$ cat config.mk
export PLATFORM = sky130hd
export DESIGN_NAME = heartbeat_supervisor
export DESIGN_NICKNAME = d
export VERILOG_FILES = /design/src/sv/hb_sup_pkg.sv /design/src/sv/heartbeat_supervisor.sv
export SDC_FILE = /design/constraint.sdc
export NUM_CORES = 2
export LEC_CHECK = 0
export BUFFER_PORTS_ARGS = -buffer_cell sky130_fd_sc_hd__buf_2
export CORE_MARGIN = 2
export CORE_UTILIZATION = 55
export DETAILED_ROUTE_END_ITERATION = 12
export PLACE_DENSITY = 0.81
export SLEW_MARGIN = 10
export SYNTH_ARGS = -nofsm -noshare
export SYNTH_HDL_FRONTEND = slang
export SYNTH_SLANG_ARGS = --single-unit
$ cat constraint.sdc
create_clock -name clk -period 12.3 [get_ports clk]
set_clock_uncertainty 0.1 [all_clocks]
set_input_delay 0 -clock clk [delete_from_list [all_inputs] [get_ports clk]]
set_output_delay 0 -clock clk [all_outputs]
set_load 0.02 [all_outputs]
$ cat src/sv/hb_sup_pkg.sv
// Shared types and constants for the heartbeat supervisor.
// No dependencies; used by the top level and its checker.
package hb_sup_pkg;

	localparam int NODES_DEF = 8;
	localparam int NODE_CAP  = 8;

	localparam int TIME_W  = 32;
	localparam int MID_W   = 29;
	localparam int NODE_W  = 3;
	localparam int OP_W    = 2;
	localparam int KIND_W  = 3;
	localparam int CIDX_W  = 3;
	localparam int CDATA_W = 32;
	localparam int MASK_W  = 8;

	localparam int S_TDATA_W = 40;
	localparam int M_TDATA_W = 72;

	// operation codes
	localparam logic [OP_W-1:0] OP_START    = 2'd0;
	localparam logic [OP_W-1:0] OP_TICK     = 2'd1;
	localparam logic [OP_W-1:0] OP_RESPONSE = 2'd2;
	localparam logic [OP_W-1:0] OP_OWN_HB   = 2'd3;

	// result kinds
	localparam logic [KIND_W-1:0] KIND_REQUEST  = 3'd0;
	localparam logic [KIND_W-1:0] KIND_LATE     = 3'd1;
	localparam logic [KIND_W-1:0] KIND_MISMATCH = 3'd2;
	localparam logic [KIND_W-1:0] KIND_VERDICT  = 3'd3;
	localparam logic [KIND_W-1:0] KIND_OWN      = 3'd4;

	// register indexes
	localparam logic [CIDX_W-1:0] REG_IS_SUP   = 3'd0;
	localparam logic [CIDX_W-1:0] REG_INTERVAL = 3'd1;
	localparam logic [CIDX_W-1:0] REG_MASK     = 3'd2;
	localparam logic [CIDX_W-1:0] REG_MSG_ID   = 3'd3;
	localparam logic [CIDX_W-1:0] REG_TIMEOUT  = 3'd4;

	localparam logic [TIME_W-1:0] INTERVAL_RST = 32'd1000;
	localparam logic [TIME_W-1:0] TIMEOUT_RST  = 32'd5000;

	// per-node record held in the node memory
	typedef struct packed {
		logic [TIME_W-1:0] exp_cnt;
		logic [TIME_W-1:0] act_cnt;
		logic [TIME_W-1:0] req_time;
		logic [TIME_W-1:0] rsp_time;
	} node_rec_t;

endpackage

$ cat src/sv/heartbeat_supervisor.sv
// Heartbeat supervisor: per-node records in a small synchronous memory,
// walked by a sequencer. Depends on hb_sup_pkg.
// Steps: in the supervisor role, start runs the dispatch walk; tick runs the dispatch
//   walk if the interval has elapsed, then the check walk and the verdict; response
//   reads and updates one entry; own heartbeat and plain-role tick send a single result.
// Throughput: one item at a time, set by the single read/modify/write port
//   of the node memory (read in one state, evaluate and write in the next). Each
//   result waits for as long as the output register stays stalled.
// Reset (arst_n low): registers to reset values, all node records read as
//   zero through per-entry valid flops, output empty.
module heartbeat_supervisor
	import hb_sup_pkg::*;
#(
	parameter int NODES = NODES_DEF
) (
	input  logic                 clk,
	input  logic                 arst_n,
	// input requests
	input  logic                 s_tvalid,
	output logic                 s_tready,
	input  logic [S_TDATA_W-1:0] s_tdata,  // [31:0] now_ms, [34:32] node_id
	input  logic [OP_W-1:0]      s_tuser,  // [1:0] operation
	// result requests
	output logic                 m_tvalid,
	input  logic                 m_tready,
	output logic [M_TDATA_W-1:0] m_tdata,  // [28:0] msg_id, [31:29] target_node,
	                                       // [63:32] heartbeat_value, [64] all_good
	output logic [KIND_W-1:0]    m_tuser,  // [2:0] kind
	output logic                 m_tlast,
	// configuration writes
	input  logic                 cfg_valid,
	output logic                 cfg_ready,
	input  logic [CIDX_W-1:0]    cfg_index,
	input  logic [CDATA_W-1:0]   cfg_data
);

	// only the first NODES ids, at most eight, are ever handled
	localparam int NODE_LIM = (NODES < NODE_CAP) ? NODES : NODE_CAP;
	localparam int IDX_W    = (NODE_LIM > 1) ? $clog2(NODE_LIM) : 1;

	// sequencer states
	localparam logic [3:0] ST_IDLE = 4'd0;
	localparam logic [3:0] ST_DRD  = 4'd1;  // dispatch walk: read entry
	localparam logic [3:0] ST_DEV  = 4'd2;  // dispatch walk: update, send request
	localparam logic [3:0] ST_CRD  = 4'd3;  // check walk: read entry
	localparam logic [3:0] ST_CEV  = 4'd4;  // check walk: flag late / mismatch
	localparam logic [3:0] ST_RRD  = 4'd5;  // response: read entry
	localparam logic [3:0] ST_REV  = 4'd6;  // response: update entry
	localparam logic [3:0] ST_VERD = 4'd7;  // verdict
	localparam logic [3:0] ST_OWN  = 4'd8;  // own heartbeat

	// configuration registers
	logic              is_sup_q;
	logic [TIME_W-1:0] interval_q;
	logic [MASK_W-1:0] node_mask_q;
	logic [MID_W-1:0]  msg_id_q;
	logic [TIME_W-1:0] timeout_q;

	// control state
	logic [3:0]          state_q;
	logic [IDX_W-1:0]    idx_q;
	logic [OP_W-1:0]     op_q;
	logic [TIME_W-1:0]   now_q;
	logic                bad_q;
	logic [TIME_W-1:0]   dispatch_q;
	logic [TIME_W-1:0]   own_cnt_q;
	logic [NODE_LIM-1:0] valid_q;   // doubles as node_seen

	// node memory
	node_rec_t mem_q [NODE_LIM];
	node_rec_t rdata_q;
	node_rec_t rd_rec;
	node_rec_t wdata;
	logic      mem_we;
	logic      rd_en;

	// output register
	logic              m_valid_q;
	logic [KIND_W-1:0] m_kind_q;
	logic [MID_W-1:0]  m_mid_q;
	logic [NODE_W-1:0] m_node_q;
	logic [TIME_W-1:0] m_val_q;
	logic              m_good_q;
	logic              m_last_q;

	logic              out_free;
	logic              emit;
	logic [KIND_W-1:0] e_kind;
	logic [MID_W-1:0]  e_mid;
	logic [NODE_W-1:0] e_node;
	logic [TIME_W-1:0] e_val;
	logic              e_good;
	logic              e_last;

	logic                accept;
	logic [NODE_LIM-1:0] mask_eff;
	logic                more_after;
	logic                idx_last;
	logic                late;
	logic                mism;
	logic                flag;
	logic [TIME_W-1:0]   in_now;
	logic [NODE_W-1:0]   in_id;

	assign in_now    = s_tdata[TIME_W-1:0];
	assign in_id     = s_tdata[TIME_W+NODE_W-1:TIME_W];
	assign s_tready  = (state_q == ST_IDLE);
	assign accept    = s_tvalid && s_tready;
	assign cfg_ready = 1'b1;
	assign out_free  = !m_valid_q || m_tready;

	assign mask_eff = node_mask_q[NODE_LIM-1:0];
	assign idx_last = (idx_q == IDX_W'(NODE_LIM - 1));

	always_comb begin
		more_after = 1'b0;
		for (int i = 0; i < NODE_LIM; i++) begin
			if (mask_eff[i] && (IDX_W'(i) > idx_q)) begin
				more_after = 1'b1;
			end
		end
	end

	// entry never written reads as the all-zero reset record
	assign rd_rec = valid_q[idx_q] ? rdata_q : '0;
	assign late   = (rd_rec.rsp_time - rd_rec.req_time) > timeout_q;
	assign mism   = (rd_rec.exp_cnt != rd_rec.act_cnt) &&
	                (rd_rec.exp_cnt != (rd_rec.act_cnt + 32'd1));
	assign flag   = late || mism;

	assign rd_en = (state_q == ST_DRD) || (state_q == ST_CRD) || (state_q == ST_RRD);

	// result generation and memory writes
	always_comb begin
		emit   = 1'b0;
		e_kind = KIND_REQUEST;
		e_mid  = '0;
		e_node = '0;
		e_val  = '0;
		e_good = 1'b0;
		e_last = 1'b0;
		mem_we = 1'b0;
		wdata  = rd_rec;
		unique case (state_q)
			ST_DEV: begin
				emit             = out_free;
				mem_we           = out_free;
				e_kind           = KIND_REQUEST;
				e_mid            = msg_id_q;
				e_node           = NODE_W'(idx_q);
				e_last           = (op_q == OP_START) && !more_after;
				wdata.exp_cnt    = rd_rec.exp_cnt + 32'd1;
				wdata.req_time   = now_q;
			end
			ST_CEV: begin
				emit   = out_free && flag;
				e_kind = late ? KIND_LATE : KIND_MISMATCH;
				e_mid  = late ? msg_id_q : '0;
				e_node = NODE_W'(idx_q);
			end
			ST_REV: begin
				mem_we         = 1'b1;
				wdata.act_cnt  = rd_rec.act_cnt + 32'd1;
				wdata.rsp_time = now_q;
			end
			ST_VERD: begin
				emit   = out_free;
				e_kind = KIND_VERDICT;
				e_good = !bad_q;
				e_last = 1'b1;
			end
			ST_OWN: begin
				emit   = out_free;
				e_kind = KIND_OWN;
				e_mid  = msg_id_q;
				e_val  = own_cnt_q;
				e_last = 1'b1;
			end
			default: begin
			end
		endcase
	end

	// node memory: registered read, single write port
	always_ff @(posedge clk) begin
		if (rd_en) begin
			rdata_q <= mem_q[idx_q];
		end
		if (mem_we) begin
			mem_q[idx_q] <= wdata;
		end
	end

	// configuration registers
	always_ff @(posedge clk or negedge arst_n) begin
		if (!arst_n) begin
			is_sup_q    <= 1'b1;
			interval_q  <= INTERVAL_RST;
			node_mask_q <= '0;
			msg_id_q    <= '0;
			timeout_q   <= TIMEOUT_RST;
		end else if (cfg_valid && cfg_ready) begin
			unique case (cfg_index)
				REG_IS_SUP:   is_sup_q    <= cfg_data[0];
				REG_INTERVAL: interval_q  <= cfg_data;
				REG_MASK:     node_mask_q <= cfg_data[MASK_W-1:0];
				REG_MSG_ID:   msg_id_q    <= cfg_data[MID_W-1:0];
				REG_TIMEOUT:  timeout_q   <= cfg_data;
				default: begin
				end
			endcase
		end
	end

	// sequencer
	always_ff @(posedge clk or negedge arst_n) begin
		if (!arst_n) begin
			state_q    <= ST_IDLE;
			idx_q      <= '0;
			op_q       <= OP_START;
			now_q      <= '0;
			bad_q      <= 1'b0;
			dispatch_q <= '0;
			own_cnt_q  <= '0;
			valid_q    <= '0;
		end else begin
			unique case (state_q)
				ST_IDLE: begin
					if (accept) begin
						op_q  <= s_tuser;
						now_q <= in_now;
						idx_q <= '0;
						bad_q <= !is_sup_q;
						unique case (s_tuser)
							OP_START: begin
								dispatch_q <= in_now;
								if (is_sup_q) begin
									state_q <= ST_DRD;
								end
							end
							OP_TICK: begin
								if (!is_sup_q) begin
									state_q <= ST_VERD;
								end else if ((in_now - dispatch_q) >= interval_q) begin
									// the dispatch walk never reads dispatch_q
									dispatch_q <= in_now;
									state_q    <= ST_DRD;
								end else begin
									state_q <= ST_CRD;
								end
							end
							OP_RESPONSE: begin
								if (32'(in_id) < NODE_LIM) begin
									idx_q   <= in_id[IDX_W-1:0];
									state_q <= ST_RRD;
								end
							end
							OP_OWN_HB: begin
								if (!is_sup_q) begin
									own_cnt_q <= own_cnt_q + 32'd1;
									state_q   <= ST_OWN;
								end
							end
							default: begin
							end
						endcase
					end
				end
				ST_DRD: begin
					if (mask_eff[idx_q]) begin
						state_q <= ST_DEV;
					end else if (!idx_last) begin
						idx_q <= idx_q + IDX_W'(1);
					end else if (op_q == OP_START) begin
						state_q <= ST_IDLE;
					end else begin
						idx_q   <= '0;
						state_q <= ST_CRD;
					end
				end
				ST_DEV: begin
					if (out_free) begin
						valid_q[idx_q] <= 1'b1;
						if (!idx_last) begin
							idx_q   <= idx_q + IDX_W'(1);
							state_q <= ST_DRD;
						end else if (op_q == OP_START) begin
							state_q <= ST_IDLE;
						end else begin
							idx_q   <= '0;
							state_q <= ST_CRD;
						end
					end
				end
				ST_CRD: begin
					if (valid_q[idx_q]) begin
						state_q <= ST_CEV;
					end else if (idx_last) begin
						state_q <= ST_VERD;
					end else begin
						idx_q <= idx_q + IDX_W'(1);
					end
				end
				ST_CEV: begin
					if (!flag || out_free) begin
						if (flag) begin
							bad_q <= 1'b1;
						end
						if (idx_last) begin
							state_q <= ST_VERD;
						end else begin
							idx_q   <= idx_q + IDX_W'(1);
							state_q <= ST_CRD;
						end
					end
				end
				ST_RRD: begin
					state_q <= ST_REV;
				end
				ST_REV: begin
					valid_q[idx_q] <= 1'b1;
					state_q        <= ST_IDLE;
				end
				ST_VERD, ST_OWN: begin
					if (out_free) begin
						state_q <= ST_IDLE;
					end
				end
				default: begin
					state_q <= ST_IDLE;
				end
			endcase
		end
	end

	// output register: loads when empty or being drained
	always_ff @(posedge clk or negedge arst_n) begin
		if (!arst_n) begin
			m_valid_q <= 1'b0;
		end else if (emit) begin
			m_valid_q <= 1'b1;
		end else if (m_tready) begin
			m_valid_q <= 1'b0;
		end
	end

	always_ff @(posedge clk) begin
		if (emit) begin
			m_kind_q <= e_kind;
			m_mid_q  <= e_mid;
			m_node_q <= e_node;
			m_val_q  <= e_val;
			m_good_q <= e_good;
			m_last_q <= e_last;
		end
	end

	assign m_tvalid = m_valid_q;
	assign m_tuser  = m_kind_q;
	assign m_tlast  = m_last_q;
	assign m_tdata  = {(M_TDATA_W - MID_W - NODE_W - TIME_W - 1)'(0),
	                   m_good_q, m_val_q, m_node_q, m_mid_q};

endmodule

After elaboration in Yosys (flattened, before gate mapping)
Memory sizes are Yosys's and may differ from the RTL's. A register that Yosys moved wholly into a read port is not among the register bits.
Index checks and enable logic that the tools add are counted.

word-level totals
  register bits after elaboration = 286
  bits in writable memories = 1024
  input port bits = 82
  word-level logic and storage cells = 186
  memories = 1

memory list
  name   depth  bits a word  read ports  clocked after memory_dff  wr ports  RTL line                    RTL
  mem_q  8      128          1           1                         1         heartbeat_supervisor.sv:70  node_rec_t mem_q [NODE_LIM];

cells by class
  add/subtract/negate cells = 6
  order comparisons = 12
  equal/unequal tests = 31
  mux-type cells = 66
  bitwise logic cells = 2
  reductions and logical operators = 48

operators with widths
  cell                                                  number
  2-to-1 mux 32 bit                                     6
  2-to-1 mux 128 bit                                    1
  adder 32 x 1 -> 32 bit (second input constant)        3
  != test 32 bit                                        2
  one-hot mux 32 bit (2 select lines)                   1
  subtractor 32 bit                                     2
  one-hot mux 29 bit (2 select lines)                   1
  2-to-1 mux 4 bit                                      11
  2-to-1 mux 3 bit                                      11
  >= comparator 32 bit                                  1
  > comparator 32 bit                                   1
  2-to-1 mux 29 bit                                     1
  one-hot mux 4 bit (7 select lines)                    1
  2-to-1 mux 1 bit                                      18
  equality test 4 x 3 -> 1 bit (second input constant)  4
  one-hot mux 4 bit (4 select lines)                    1
  one-hot mux 8 bit (2 select lines)                    1
  one-hot mux 3 bit (5 select lines)                    1
  != test 2 bit (second input constant)                 7
  AND reduction 2 bit                                   7
  logical AND 1 bit                                     13
  > comparator 3 bit (first input constant)             4
  one-hot mux 3 bit (3 select lines)                    1
  equality test 4 x 2 -> 1 bit (second input constant)  2
  35 further kinds                                      64

Logic depth before layout (Yosys ltp)
  depth in word-level cells = 13
  depth in mapped cells = 33
  gate-level depth less buffers = 28

Least setup slack after synthesis
No wires, ideal clock.

  path kind = register to register
  start = register state_q[2]
  end = register rdata_q[0] (netlist name)
  arrival time = 10.207 ns
  slack = 1.189 ns
  cell stages (with the launch flop) = 4
  buffers on the path = 2
  cell sequence = dfrtp_1 clkbuf_1 buf_1 a211oi_1

between the ends
  word-level cells in the longest chain between the ends = 3

ends and longest elaborated chain
  element                                                                              RTL line                     RTL
  start, declared                                                                      heartbeat_supervisor.sv:60   logic [3:0] state_q;
  start signal, assigned                                                               heartbeat_supervisor.sv:218  state_q <= ST_IDLE;
  start signal, assigned                                                               heartbeat_supervisor.sv:238  state_q <= ST_DRD;
  start signal, assigned                                                               heartbeat_supervisor.sv:243  state_q <= ST_VERD;
  equality test 4 x 1 -> 1 bit / equality test 4 x 2 -> 1 bit (equally long branches)  heartbeat_supervisor.sv:131  assign rd_en = (state_q == ST_DRD) || (state_q == ST_CRD) || (state_q == ST_RRD);
  logical OR 1 bit                                                                     heartbeat_supervisor.sv:131
  logical OR 1 bit *                                                                   heartbeat_supervisor.sv:131
  named net rd_en                                                                      heartbeat_supervisor.sv:75   logic rd_en;

The timed path passes the listed nets; every way through them passes the cells marked *.
A chain may end at the register's enable or synchronous reset.

Final worst setup path
  start = register idx_q[0]
  end = register idx_q[2]

between the ends
  word-level cells in the longest chain between the ends = 11

ends and longest elaborated chain
  element                                                                     RTL line                     RTL
  start, declared                                                             heartbeat_supervisor.sv:61   logic [IDX_W-1:0] idx_q;
  start signal, assigned                                                      heartbeat_supervisor.sv:254  idx_q <= in_id[IDX_W-1:0];
  start signal, assigned                                                      heartbeat_supervisor.sv:273  idx_q <= idx_q + IDX_W'(1);
  start signal, assigned                                                      heartbeat_supervisor.sv:285  idx_q <= idx_q + IDX_W'(1);
  parallel branches: the longest is 11 deep, another holds subtractor 32 bit  -

Several ways; the timed one is not identified. The select of a mux whose other input is x is not followed.

==> results.yml <==
hold_path:
  worstHoldEndpoint: "now_q[14]"
  holdCritPathClass: "primary input to flop"
  hold_path_depth: 3
  hp-start: "s_tdata[14]"
timing:
  final_critical_path_share_of_the_clock_period_pct: 78.2
  maxClockFrequency_ghz: 0.104
  timing.max_slew.rel_slack_pct: 17.8
  slew_at_the_pin_closest_to_its_max_slew_limit_ns: 1.23
  fin_tns_setup_ns: 0
  setup_viol_count_final: 0
  period_minus_slack_ns: 9.62
  rsz0062_at_grt: "false"
  timing_max_transition_violations_final: 0
  finalHoldViolations: 0
synthesis:
  commonest_cells_in_the_synthesized_netlist: "1221 x sky130_fd_sc_hd__edfxtp_1, 504 x sky130_fd_sc_hd__a22oi_1, 252 x sky130_fd_sc_hd__nand2_1"
  synth-async-reset-ratio_pct: 15.1
  synth_top_area_share_pct: 61.4
  synthesis.area_per_instance_um2: 14.6
  number_of_instances_in_the_synthesized_netlist: 4096
  syn-cell-area_um2: 59700
  yosys-top-cells-area: "sky130_fd_sc_hd__edfxtp_1 61%, sky130_fd_sc_hd__dfrtp_1 8.6%, sky130_fd_sc_hd__a22oi_1 6.3%"
  yosys.cell_count.top_type: "sky130_fd_sc_hd__edfxtp_1"
  sequential_cell_area_fraction_in_the_yosys_report_pct: 70.5
  postSynthRegisterBits: 1438
  synth_edf_count: 1221
  ys_dominant_reg_cell: "sky130_fd_sc_hd__edfxtp_1"
  synth.yosys.warnings: 0
  synthDominantAreaCellType: "sky130_fd_sc_hd__edfxtp_1"
  netlist-cell-type-count: 88
power_and_ir_drop:
  p_clk_share_pct: 21.2
  p_switching_mw: 7.60
  sequentialPowerShare_pct: 40.1
  internal_power_mw: 12.5
  leakage_component_of_the_power_nw: 24.0
  power_per_unit_of_standard_cell_area_nw_per_um2: 295
  peakVddDrop_mv: 0.233
  netSwitchingFraction_pct: 37.8
  fin_total_pwr_mw: 20.1
  combPwrFrac_pct: 38.6
setup_path:
  critical_path.slowest_cell: "sky130_fd_sc_hd__a2111oi_0"
  critical_path.max_fanout: 29
  delay_of_the_slowest_cell_on_the_worst_path_ns: 0.68
  cp-end-kind: "flop"
  critical_path.reg2reg.endpoint: "idx_q[2]"
  reg2reg_slack_ns: 2.68
  cp-start-kind: "flop"
  path_buf_inv: 3
  worstSetupPathType: "flop to flop"
  critical_path_arrival_ns: 10.14
  worstRegToRegCells: 28
  cp_data_required_time_ns: 12.82
  worst_path_dominant_cell_family: "compound AO/OA/AOI/OAI gates"
  timing.rr.start: "idx_q[0]"
die:
  floorplan.initialDensity_pct: 55.6
  pin_count: 161
  rows: 120
  die_h_um: 333
  design.die.area_um2: 111000
  fp.dieW_um: 333
  placeableCoreArea_um2: 107000
final_layout:
  finalCoreUtilization_pct: 63.6
  n_antenna_cell: 0
  final_cell_count_without_fillers: 5915
  layout-drive-gt1-share_pct: 13.9
  layout.nets: 4615
  finish.instance_area_um2: 68300
  synthToLayoutAreaGrowth_pct: 14.3
place:
  hpwlAfterDp_um: 80400
  placedCellCount: 5496
  area_post_placement_um2: 62000
  globalplace.congestion: 0.918
  numPortBuffers: 147
clocking:
  cts.clk_slew.worst_paths_ns: 0.06
  cts_max_level: 4
  cts-buffers-inserted: 144
  cts_resized: 0
  clock_tree_from_tritoncts: "done"
  clock_latency_ns: 0.76
  ctsHoldBuffers: 160
  max-clock-path-buffers: 3
  cts-root-buf: "sky130_fd_sc_hd__clkbuf_16"
  cts_post_setup_buffers_inserted: 0
  clock_sinks: 1438
run:
  drv.max_cap_violation_count: 0
drt:
  detail_route.wirelength_um: 151000
  drt-met1-wl_um: 57800
  met2WireLength_um: 71800
  antenna_left: 0
  top_layer: "met4"
  detail_route.wl_per_cell_um: 25.6
  route.vias.total: 38300
  firstDrtPassIters: 5
  drt_iter0_drc: 4554
  per_cell_via_count_in_the_routed_design: 6.47
  remaining_drc_errors: 0
  detailroute.wirelength.met3_um: 16600
global_routing:
  global_route_wire_length_before_repair_um: 229000
  grt_antenna_before_repair: 0
  grt_start_max_net_pins: 130
  grt-ovfl-total: 0
  grt_usage_pct: 27.0
  grt_pass1_vias: 38400
outcome:
  outcome: "completed"
==> layout by cell type, fill, tap and decap left out, drive strengths merged, types with 46 or more instances in the layout <==
cell and n:
a21oi 94, a22oi 504, and2 71, and3 50
buf 203, clkbuf 174, clkinv 61, dfrtp 205
dlygate4sd3 159, edfxtp 1221, ha 132, inv 140
mux2 142, nand2 252, nand3 65, nand4 166
nor2 143, nor3 46, o21ai 163, xnor2 104
xor2 77
==> power by group through the flow <==
stage          Clock [mW]  Combinational (mW)  Sequential [mW]
2_1_floorplan           0                5.13             8.12
3_3_place_gp            0                7.21             8.07
3_5_place_dp            0                7.45             8.11
4_1_cts              4.31                7.59             8.03
5_1_grt              4.50                8.45             8.14
6_report             4.27                7.77             8.07
==> registers in the layout, indices dropped and copies added, names as in the netlist, 32 cells and up <==
register and flops:
own_cnt_q 32, dispatch_q 32, now_q 32, rdata_q 128, mem_q 1024, interval_q 32, timeout_q 32, m_val_q 32
==> through the flow <==
| stage | hold WS [ns] | worst slack (ns) |
|---|---|---|
| CTS | 0.00905 | 2.75 |
| global route | 0.0399 | 2.10 |
| floorplan | -0.396 | 1.19 |
| global placement | -0.0481 | 3.03 |
| detailed placement | -0.0403 | 2.94 |
| finish | 0.0395 | 2.68 |
==> tightest hold or removal path, stage by stage <==
cell and delay [ns]:
sky130_fd_sc_hd__dlygate4sd3_1 0.52, sky130_fd_sc_hd__buf_2 0.18, sky130_fd_sc_hd__mux2_2 0.17
==> how the worst max path moves through the flow <==
stage	cells past startpoint	endpoint	slack, ns	from
2_1_floorplan	3	rdata_q[0]	1.19	state_q[2]
3_3_place_gp	27	m_mid_q[8]	3.03	idx_q[0]
3_5_place_dp	27	m_mid_q[16]	2.94	idx_q[0]
4_1_cts	28	idx_q[2]	2.75	idx_q[0]
5_1_grt	29	idx_q[2]	2.10	idx_q[0]
6_report	28	idx_q[2]	2.68	idx_q[0]
==> final cells by class <==
type                       instances  area (µm²)
clock buffer                     174        3770
clock inverter                    85         848
fill                            7245       39100
inverter                         130         488
multi-input combinational       2323       16400
sequential                      1438       42100
tap                             1403        1760
timing repair buffer             362        2870
==> metal layers <==
metal	vias up	global-route usage [%]
met1	18900	36.3
met5	-	0
li1	16500	-
met2	2480	43.6
met4	0	10.8
met3	389	5.29
==> cells by family (layout without fill, tap and decap cells) <==
| family | count (synthesis) | in the layout | synth area share (%) |
|---|---|---|---|
| xor+xnor | 181 | 181 | 2.66 |
| buf+inv | 341 | 751 | 2.27 |
| simple gates | 916 | 916 | 7.87 |
| fa+ha+maj | 134 | 134 | 2.83 |
| mux | 158 | 158 | 2.97 |
| other cells | 2 | 8 | 0.0126 |
| compound gates | 926 | 926 | 10.9 |
| flops | 1438 | 1438 | 70.5 |
Note: power is estimated with default switching activity, not from simulation.
